$ cat src/design/twm_pkg.sv
`timescale 1ns / 1ps
`default_nettype none

package twm_pkg;

	localparam int SampleWidth = 16;
	localparam int SumWidth    = 32;
	localparam int CountWidth  = 16;
	localparam int KindWidth   = 2;
	localparam int IndexWidth  = 2;

	localparam logic [KindWidth-1:0] KIND_ABOVE = 2'd0;
	localparam logic [KindWidth-1:0] KIND_BELOW = 2'd1;
	localparam logic [KindWidth-1:0] KIND_AVG   = 2'd2;

	localparam logic [IndexWidth-1:0] REG_LIMIT_HIGH     = 2'd0;
	localparam logic [IndexWidth-1:0] REG_LIMIT_LOW      = 2'd1;
	localparam logic [IndexWidth-1:0] REG_AVERAGE_PERIOD = 2'd2;

	typedef enum logic [1:0] {
		S_IDLE,
		S_ALERT,
		S_DIV,
		S_AVG
	} state_t;

	typedef struct packed {
		logic busy;
		logic done;
	} div_status_t;

endpackage

`default_nettype wire

$ cat src/design/temperature_window_monitor.sv
`timescale 1ns / 1ps
`default_nettype none

// Window comparator with block average. Each sample is checked against limit_high and
// limit_low; the first sample strictly outside the window gives one alert transaction
// (above wins when the limits cross), and a sample inside the window rearms both alerts.
// Samples are counted and summed; when the count equals average_period the block gives
// an average transaction (sum / count, truncated toward zero, low 16 bits) and clears
// count and sum. An alert comes before the average, and last marks the final result of
// a sample. A sample that ends a period waits on the serial divider, which retires one
// quotient bit per cycle, and on output stalls; in_ready is low until all its results
// are taken. Configuration writes are always taken and apply from the next sample.
module temperature_window_monitor (
	input  wire logic                                clk,
	input  wire logic                                arst_n,
	input  wire logic                                cfg_valid,
	output logic                                     cfg_ready,
	input  wire logic [twm_pkg::IndexWidth-1:0]      cfg_index,
	input  wire logic [twm_pkg::SampleWidth-1:0]     cfg_data,
	input  wire logic                                in_valid,
	output logic                                     in_ready,
	input  wire logic signed [twm_pkg::SampleWidth-1:0] sample,
	output logic                                     out_valid,
	input  wire logic                                out_ready,
	output logic [twm_pkg::KindWidth-1:0]            report_kind,
	output logic signed [twm_pkg::SampleWidth-1:0]   report_value,
	output logic                                     last
);
	import twm_pkg::*;

	logic signed [SampleWidth-1:0] limit_high_q;
	logic signed [SampleWidth-1:0] limit_low_q;
	logic [CountWidth-1:0]         period_q;
	logic [CountWidth-1:0]         count_q;
	logic [SumWidth-1:0]           sum_q;
	logic                          above_q;
	logic                          below_q;
	logic                          avg_pend_q;
	logic [KindWidth-1:0]          kind_q;
	logic [SampleWidth-1:0]        value_q;
	logic                          last_q;

	state_t state_q;
	state_t state_d;

	logic                   accept;
	logic                   is_above;
	logic                   is_below;
	logic                   alert;
	logic                   avg_due;
	logic                   load_avg;
	logic [CountWidth-1:0]  count_next;
	logic [SumWidth-1:0]    sum_next;
	div_status_t            div_st;
	logic [SampleWidth-1:0] div_q;

	assign cfg_ready = 1'b1;

	always_comb begin
		accept     = in_valid && in_ready;
		is_above   = sample > limit_high_q;
		is_below   = sample < limit_low_q;
		alert      = is_above ? !above_q : (is_below && !below_q);
		count_next = count_q + CountWidth'(1);
		sum_next   = sum_q + {{(SumWidth-SampleWidth){sample[SampleWidth-1]}}, sample};
		avg_due    = (period_q != '0) && (count_next == period_q);
	end

	always_ff @(posedge clk or negedge arst_n) begin
		if (!arst_n) begin
			limit_high_q <= 16'sh7fff;
			limit_low_q  <= 16'sh8000;
			period_q     <= CountWidth'(1);
		end else if (cfg_valid && cfg_ready) begin
			unique case (cfg_index)
				REG_LIMIT_HIGH:     limit_high_q <= cfg_data;
				REG_LIMIT_LOW:      limit_low_q  <= cfg_data;
				REG_AVERAGE_PERIOD: period_q     <= cfg_data;
				default: begin
				end
			endcase
		end
	end

	always_ff @(posedge clk or negedge arst_n) begin
		if (!arst_n) begin
			count_q    <= '0;
			sum_q      <= '0;
			above_q    <= 1'b0;
			below_q    <= 1'b0;
			avg_pend_q <= 1'b0;
		end else if (accept) begin
			count_q    <= avg_due ? '0 : count_next;
			sum_q      <= avg_due ? '0 : sum_next;
			avg_pend_q <= avg_due;
			priority if (is_above) begin
				above_q <= 1'b1;
			end else if (is_below) begin
				below_q <= 1'b1;
			end else begin
				above_q <= 1'b0;
				below_q <= 1'b0;
			end
		end
	end

	twm_div u_div (
		.clk      (clk),
		.arst_n   (arst_n),
		.start    (accept && avg_due),
		.dividend (sum_next),
		.divisor  (count_next),
		.status   (div_st),
		.quotient (div_q)
	);

	always_ff @(posedge clk or negedge arst_n) begin
		if (!arst_n) begin
			state_q <= S_IDLE;
		end else begin
			state_q <= state_d;
		end
	end

	always_comb begin
		state_d   = state_q;
		in_ready  = 1'b0;
		out_valid = 1'b0;
		load_avg  = 1'b0;
		unique case (state_q)
			S_IDLE: begin
				in_ready = 1'b1;
				if (in_valid) begin
					priority if (alert) begin
						state_d = S_ALERT;
					end else if (avg_due) begin
						state_d = S_DIV;
					end
				end
			end
			S_ALERT: begin
				out_valid = 1'b1;
				if (out_ready) begin
					state_d = avg_pend_q ? S_DIV : S_IDLE;
				end
			end
			S_DIV: begin
				if (div_st.done) begin
					load_avg = 1'b1;
					state_d  = S_AVG;
				end
			end
			S_AVG: begin
				out_valid = 1'b1;
				if (out_ready) begin
					state_d = S_IDLE;
				end
			end
			default: begin
				state_d = S_IDLE;
			end
		endcase
	end

	always_ff @(posedge clk) begin
		if (accept && alert) begin
			kind_q  <= is_above ? KIND_ABOVE : KIND_BELOW;
			value_q <= sample;
			last_q  <= !avg_due;
		end else if (load_avg) begin
			kind_q  <= KIND_AVG;
			value_q <= div_q;
			last_q  <= 1'b1;
		end
	end

	assign report_kind  = kind_q;
	assign report_value = value_q;
	assign last         = last_q;

	a_ready_excl: assert property (@(posedge clk) disable iff (!arst_n)
		!(in_ready && out_valid))
		else $error("input taken while a result is pending");

	a_div_live: assert property (@(posedge clk) disable iff (!arst_n)
		(state_q == S_DIV) |-> (div_st.busy || div_st.done))
		else $error("waiting on a divider that was never started");

	a_avg_last: assert property (@(posedge clk) disable iff (!arst_n)
		(out_valid && report_kind == KIND_AVG) |-> last)
		else $error("average transaction not marked last");

	a_alert_then_avg: assert property (@(posedge clk) disable iff (!arst_n)
		(state_q == S_ALERT && out_ready && avg_pend_q) |=> (state_q == S_DIV))
		else $error("average lost after alert");

endmodule

`default_nettype wire

$ cat src/design/twm_div.sv
`timescale 1ns / 1ps
`default_nettype none

module twm_div (
	input  wire logic                             clk,
	input  wire logic                             arst_n,
	input  wire logic                             start,
	input  wire logic [twm_pkg::SumWidth-1:0]     dividend,
	input  wire logic [twm_pkg::CountWidth-1:0]   divisor,
	output twm_pkg::div_status_t                  status,
	output logic [twm_pkg::SampleWidth-1:0]       quotient
);
	import twm_pkg::*;

	localparam int StepWidth = $clog2(SumWidth);

	logic                  busy_q;
	logic                  done_q;
	logic [StepWidth-1:0]  cnt_q;
	logic [CountWidth-1:0] rem_q;
	logic [CountWidth-1:0] den_q;
	logic [SumWidth-1:0]   quo_q;
	logic                  neg_q;

	logic [CountWidth:0]   trial;
	logic [CountWidth:0]   diff;
	logic                  ge;
	logic [SumWidth-1:0]   mag;

	always_comb begin
		trial = {rem_q, quo_q[SumWidth-1]};
		diff  = trial - {1'b0, den_q};
		ge    = trial >= {1'b0, den_q};
		mag   = dividend[SumWidth-1] ? (SumWidth'(0) - dividend) : dividend;
	end

	always_ff @(posedge clk or negedge arst_n) begin
		if (!arst_n) begin
			busy_q <= 1'b0;
			done_q <= 1'b0;
			cnt_q  <= '0;
		end else if (start) begin
			busy_q <= 1'b1;
			done_q <= 1'b0;
			cnt_q  <= StepWidth'(SumWidth - 1);
		end else if (busy_q) begin
			if (cnt_q == '0) begin
				busy_q <= 1'b0;
				done_q <= 1'b1;
			end else begin
				cnt_q <= cnt_q - StepWidth'(1);
			end
		end
	end

	// one restoring step per cycle
	always_ff @(posedge clk) begin
		if (start) begin
			rem_q <= '0;
			quo_q <= mag;
			den_q <= divisor;
			neg_q <= dividend[SumWidth-1];
		end else if (busy_q) begin
			rem_q <= ge ? diff[CountWidth-1:0] : trial[CountWidth-1:0];
			quo_q <= {quo_q[SumWidth-2:0], ge};
		end
	end

	assign status.busy = busy_q;
	assign status.done = done_q;
	assign quotient    = neg_q ? (SampleWidth'(0) - quo_q[SampleWidth-1:0])
	                           : quo_q[SampleWidth-1:0];

endmodule

`default_nettype wire

$ cat config.mk
export PLATFORM = sky130hd
export DESIGN_NAME = temperature_window_monitor
export DESIGN_NICKNAME = d
export VERILOG_FILES = /design/src/design/twm_pkg.sv /design/src/design/temperature_window_monitor.sv /design/src/design/twm_div.sv
export SDC_FILE = /design/constraint.sdc
export NUM_CORES = 1
export LEC_CHECK = 0
export BUFFER_PORTS_ARGS = -buffer_cell sky130_fd_sc_hd__buf_2
export CORE_ASPECT_RATIO = 1.2
export CORE_MARGIN = 8
export CORE_UTILIZATION = 50
export CTS_CLUSTER_SIZE = 24
export DETAILED_ROUTE_END_ITERATION = 10
export PLACE_DENSITY = 0.68
export SLEW_MARGIN = 20
export SYNTH_ARGS = -nofsm -noshare
export SYNTH_HDL_FRONTEND = slang
export SYNTH_HIERARCHICAL = 1
export SYNTH_SLANG_ARGS = --single-unit
$ cat constraint.sdc
create_clock -name clk -period 4.3 [get_ports clk]
set_input_delay 0 -clock clk [delete_from_list [all_inputs] [get_ports clk]]
set_output_delay 0 -clock clk [all_outputs]
set_load 0.01 [all_outputs]
==> impl_metrics.py, run 1 <==
metrics = {
    "outcome": {
        "status": "finished, final reports clean",
    },
    "pwr": {
        "power_frac_clock_pct": 16.5,
        "switching_power_w": 0.00449,
        "share_seq_of_total_power_pct": 29.3,
        "combinational_cell_fraction_of_total_power_pct": 54.2,
        "net_switching_fraction_of_the_power_pct": 44.3,
        "leakagePower_nw": 6.29,
        "pwr_per_cell_area_nw_per_um2": 678,
        "vdd_drop_max_mv": 0.300,
        "power.internal_w": 0.00565,
    },
    "global_routing": {
        "grt_first_pass_wirelength_um": 56200,
        "antenna_found_initial": 1,
        "gr-usage-all-layers_pct": 21.9,
        "grt_start_max_net_pins": 73,
        "first_global_vias": 10900,
        "global_route.overflow_total": 0,
    },
    "clock_network": {
        "cts.htree.levels": 4,
        "buffers_from_clock_root_to_sink_at_most": 2,
        "cts_tree": "yes",
        "root_buffer": "clkbuf_16",
        "clock_sink_count": 192,
        "worstSkewPairLatency_ps": 450,
        "clock_transition_time_at_the_flip_flop_clock_pins_of_the_worst_setup_and_hold_paths_ps": 80,
        "cts_buffers": 17,
    },
    "sta": {
        "totalNegativeSetupSlack_ps": 0,
        "pin_slew_with_the_least_headroom_to_its_limit_ps": 1050,
        "setup-violations-final": 0,
        "slew_viol_final": 0,
        "clock_skew_ps": 15.9,
        "fin_crit_ps": 4170,
        "final_hold_viol_count": 0,
        "worst_slew_margin_rel_pct": 30.1,
        "timing.fmax_mhz": 240,
        "finalCritPeriodShare_pct": 97.1,
        "rsz0062_at_grt": "true",
    },
    "synthesis": {
        "synthesis.yosys.warnings": 6,
        "syn-cell-area_um2": 13200,
        "postSynthCellCount": 1394,
        "syn-num-nets": 1518,
        "avgSynthCellArea_um2": 9.46,
    },
    "route": {
        "detail_route.first_pass.iterations": 5,
        "drt_drc_violations_left": 0,
        "drt-wirelength-per-cell_um": 18.9,
        "vias": 10900,
        "drc_violation_total_after_the_first_tritonroute_iteration": 748,
        "vias_per_cell": 5.97,
        "detail-route-antenna-nets": 0,
        "wirelength_um": 34400,
    },
    "finish": {
        "finalInstanceArea_um2": 14900,
        "diodes": 0,
        "net_count_reported_at_finish": 1598,
        "syn2layout_area_growth_pct": 13.3,
        "num-fill-cells": 2267,
        "drive_gt1_share_pct": 17.3,
    },
    "placement": {
        "buffer_ports.inserted": 59,
        "post_dp_cell_area_um2": 13900,
        "gp_congestion": 0.876,
        "dp_hpwl_um": 25000,
    },
    "worst_setup_path": {
        "worst-endpoint-arrival_ps": 4360,
        "worst_setup_path_start_kind": "register",
        "cp_max_fo": 3,
        "timing.reg2reg.setup_slack_ps": 130,
        "critical_path.endpoint_type": "register",
        "required_ps": 4490,
        "type_of_the_worst_setup_path": "register to register",
        "timing.reg2reg.worst_path_depth": 16,
    },
    "die": {
        "site_rows": 65,
        "initial_utilization_pct": 50.5,
        "io_pins": 61,
        "core_region_area_um2": 26100,
        "floorplan.die_area_um2": 31800,
        "dieHeight_um": 194,
        "chipWidth_um": 164,
    },
    "hold_path": {
        "hold_path_class": "input port to register",
        "hold_path_depth": 2,
    },
    "job": {
        "max_cap_violations": 0,
    },
}
==> cell usage in the layout, fill, tap and decap left out, types with 15 or more instances in the layout <==
cell and n:
nand3_1 30, dfstp_2 17, dfxtp_1 16, edfxtp_1 68, nand2_1 127, o21ai_1 17, clkbuf_16 17, a21oi_1 92
inv_1 86, o31ai_1 26, buf_2 58, dlygate4sd3_1 31, xnor2_1 61, nor2_1 82, nor2b_1 15, dfrtp_1 91
buf_4 40, ha_1 81, nor4_1 16, nand2b_1 23, a22o_1 18, xor2_1 46, a21o_1 31, mux2_2 52
nand4_1 17, o21ai_0 85
==> state kept, by name, indices dropped and copies added, names as in the netlist, 5 cells and up <==
signal and cells:
count_q 16, limit_high_q 16, limit_low_q 16, period_q 16
report_value 16, sum_q 32, u_div/cnt_q 5, u_div/den_q 16
u_div/quo_q 32, u_div/rem_q 16
==> worst paths after layout <==
kind / from / to
setup reg to reg: sum_q[1] / u_div/quo_q[30]
setup / recovery: sum_q[1] / u_div/quo_q[30]
max in group asynchronous: arst_n / count_q[6]
min in group asynchronous: arst_n / period_q[11]
hold reg to reg: avg_pend_q / avg_pend_q
hold / removal: sample[3] / report_value[3]
==> timing repair <==
item	4_1_cts	5_1_grt
pin swaps	0	10
resized for setup	1	15
endpoints found under the setup margin	1	17
hold buffers	31	0
buffers inserted	0	4
endpoints found under the hold margin	116	0
==> worst max-delay path, stage by stage (launching register included) <==
cell	delay (ps)
dfrtp_1	430
ha_4	290
a211oi_2	70
o21a_1	210
or3_4	420
a2111oi_4	370
buf_4	170
o211ai_1	110
a21oi_2	170
nor2b_1	70
xor2_1	170
inv_1	80
or4_4	510
or4_4	440
o21ai_2	170
xor2_1	150
a21oi_1	70
==> power groups by stage <==
stage,sequential (W),combinational (W),clock (W)
floorplan,0.00286,0.00416,0
global placement,0.00298,0.00521,0
detailed placement,0.00299,0.00532,0
CTS,0.00296,0.00541,0.00171
global route,0.00303,0.00610,0.00177
finish,0.00297,0.00550,0.00167
==> cell type report <==
class / instances / area [µm²] / area share (%)
clock buffers: 17 / 425 / 2.85
repair buffers: 130 / 921 / 6.16
multi-input cells: 1046 / 7560 / 50.6
inverters: 87 / 330 / 2.21
well taps: 335 / 419 / 2.80
flip-flops and latches: 192 / 5090 / 34.0
clock inverters: 15 / 201 / 1.35
==> through the flow <==
step	hold slack (ps)	setup WS (ps)	util [%]	std cells	total power [W]
global placement	195	101	53.2	1755	0.00819
floorplan	-296	90.2	-	1394	0.00702
finish	36.6	126	57.2	1822	0.0101
CTS	23.1	22.5	56.8	1818	0.0101
detailed placement	204	-21.4	53.2	1755	0.00831
global route	22.0	-99.8	57.2	1822	0.0109
==> metal layers <==
layer | up-vias | GRT usage (%) | share of wire [%]
met3 | 73 | 3.57 | 4.1
li1 | 5233 | - | -
met2 | 265 | 37.7 | 51
met4 | 0 | 7.76 | 2.7
met5 | - | 0 | 0
met1 | 5314 | 26.9 | 43
No activity file was read; power rests on OpenSTA's default activity.
==> inputs of run 2 (changes only) <==
- CORE_UTILIZATION: 50 -> 40
- PLACE_DENSITY: 0.68 -> 0.56
==> impl_metrics.py, run 2 (same netlist as run 1, synthesis figures left out) <==
metrics = {
    "outcome": {
        "status": "finished, final reports clean",
    },
    "clock_network": {
        "cts_tree": "yes",
        "buffers_from_clock_root_to_sink_at_most": 2,
        "worstSkewPairLatency_ps": 460,
        "clock_sink_count": 192,
        "clock_transition_time_at_the_flip_flop_clock_pins_of_the_worst_setup_and_hold_paths_ps": 80,
        "root_buffer": "clkbuf_16",
        "cts.htree.levels": 4,
        "cts_buffers": 17,
    },
    "finish": {
        "net_count_reported_at_finish": 1600,
        "layout.cells.most_common": "nand2_1",
        "largest_registers": "sum_q: 32 flops, u_div/quo_q: 32 flops",
        "multi_input_area_um2": 7550,
        "finalInstanceArea_um2": 15100,
        "mostFrequentLayoutCells": "nand2_1, a21oi_1, dfrtp_1",
        "register_area_um2": 5090,
        "num-fill-cells": 3116,
        "syn2layout_area_growth_pct": 14.2,
        "drive_gt1_share_pct": 17.3,
    },
    "global_routing": {
        "global_route.overflow_total": 0,
        "antenna_found_initial": 0,
        "gr-usage-all-layers_pct": 18.2,
        "grt_first_pass_wirelength_um": 57200,
        "grt_start_max_net_pins": 50,
        "first_global_vias": 10700,
    },
    "worst_setup_path": {
        "critPathBufInv": 2,
        "critical-path-slowest-cell": "or4_4",
        "path_delay_family": "simple AND/OR/NAND/NOR gates",
        "worst-endpoint-arrival_ps": 4240,
        "worst_setup_path_start_kind": "register",
        "cp_max_fo": 3,
        "cell_chain_of_the_critical_path": "ha_1 > a211oi_1 > o21a_1 > or3_4 > a2111oi_2 > buf_4 > o211ai_1 > a21oi_2 > nor2b_1 > xor2_1 > inv_1 > or4_4 > or4_4 > o21ai_2 > xor2_1 > a21oi_1",
        "critical_path.endpoint_type": "register",
        "max_stage_delay_ps": 520,
        "required_ps": 4500,
        "type_of_the_worst_setup_path": "register to register",
    },
    "sta": {
        "fin_crit_ps": 4050,
        "finalCritPeriodShare_pct": 94.1,
        "slew_viol_final": 0,
        "timing.final.ws_setup_ps": 252,
        "final_hold_viol_count": 0,
        "totalNegativeSetupSlack_ps": 0,
        "worst_slew_margin_rel_pct": 36.3,
        "pin_slew_with_the_least_headroom_to_its_limit_ps": 953,
        "setup-violations-final": 0,
        "timing.fmax_mhz": 247,
        "clock_skew_ps": 14.7,
        "rsz0062_at_grt": "true",
    },
    "route": {
        "detail_route.first_pass.iterations": 5,
        "vias_per_cell": 5.60,
        "vias": 10700,
        "drt_drc_violations_left": 0,
        "detail-route-antenna-nets": 0,
        "wirelength_um": 35200,
        "drt-wirelength-per-cell_um": 18.5,
        "drc_violation_total_after_the_first_tritonroute_iteration": 705,
    },
    "die": {
        "site_rows": 73,
        "floorplan.die_area_um2": 39000,
        "core_region_area_um2": 32800,
        "dieHeight_um": 215,
        "initial_utilization_pct": 40.2,
        "io_pins": 61,
        "chipWidth_um": 182,
    },
    "placement": {
        "dp_hpwl_um": 25800,
        "buffer_ports.inserted": 59,
        "dpl_worst_slack_ps": 88.4,
        "gp_congestion": 0.857,
        "post_dp_cell_area_um2": 14000,
    },
    "pwr": {
        "share_seq_of_total_power_pct": 29.2,
        "power_frac_clock_pct": 16.2,
        "power.internal_w": 0.00571,
        "combinational_cell_fraction_of_total_power_pct": 54.7,
        "leakagePower_nw": 6.31,
        "net_switching_fraction_of_the_power_pct": 43.8,
        "switching_power_w": 0.00445,
        "vdd_drop_max_mv": 0.388,
        "pwr_per_cell_area_nw_per_um2": 674,
        "total_power_w": 0.0102,
    },
    "job": {
        "max_cap_violations": 0,
    },
    "hold_path": {
        "hold_path_class": "input port to register",
    },
}
-- run 2: layout make-up --
type,count,share of cell area (%)
well taps,412,3.42
clock inverters,13,0.964
inverters,87,2.19
clock buffers,19,3.08
diodes,2,0.0332
repair buffers,132,6.40
flip-flops and latches,192,33.8
multi-input cells,1046,50.1
-- run 2: what timing repair did --
item | 4_1_cts | 5_1_grt
gates resized for setup | 0 | 19
hold buffers | 33 | 0
endpoints found under the setup margin | 0 | 50
setup buffers | 0 | 3
endpoints found under the hold margin | 108 | 0
-- run 2: path summary, 6_finish.rpt --
| kind | start | slack, ps | cells past startpoint | to |
|---|---|---|---|---|
| max | sum_q[1] | 250 | 16 | u_div/quo_q[30] |
| min | sample[8] | 30 | 2 | report_value[8] |
| max reg2reg | sum_q[1] | 250 | 16 | u_div/quo_q[30] |
| min reg2reg | avg_pend_q | 480 | 1 | avg_pend_q |
| max in group asynchronous | arst_n | 3520 | 3 | sum_q[5] |
| min in group asynchronous | arst_n | 60 | 3 | period_q[10] |
-- run 2: per-layer routing --
metal | track usage, % | vias to the layer above | share of wire, %
li1 | - | 5228 | -
met1 | 22.4 | 5230 | 44
met2 | 31.0 | 149 | 50
met3 | 3.24 | 57 | 3.0
met4 | 7.47 | 0 | 2.8
met5 | 0 | - | 0
-- run 2: worst reg2reg max path, delay by kind of cell, from the launching register on --
kind            cells  cell delay [ps]
simple gates        4             1420
compound gates      7             1100
flops               1              400
xor+xnor            2              330
fa+ha+maj           1              300
buf+inv             2              250
-- run 2: stage by stage --
step | hold WS (ps) | instances | util, %
finish | 27.3 | 1903 | 45.9
global route | 9.87 | 1901 | 45.9
CTS | 4.56 | 1898 | 45.6
detailed placement | -73.7 | 1833 | 42.7
global placement | -75.6 | 1833 | 42.7
floorplan | -296 | 1394 | -
-- run 2: power groups by stage --
stage                     combinational [W]  clock, W  sequential (W)
after floorplan                     0.00416         0         0.00286
after global placement              0.00539         0         0.00299
after detailed placement            0.00543         0         0.00300
after CTS                           0.00550   0.00170         0.00296
after global routing                0.00619   0.00176         0.00304
final                               0.00555   0.00164         0.00297
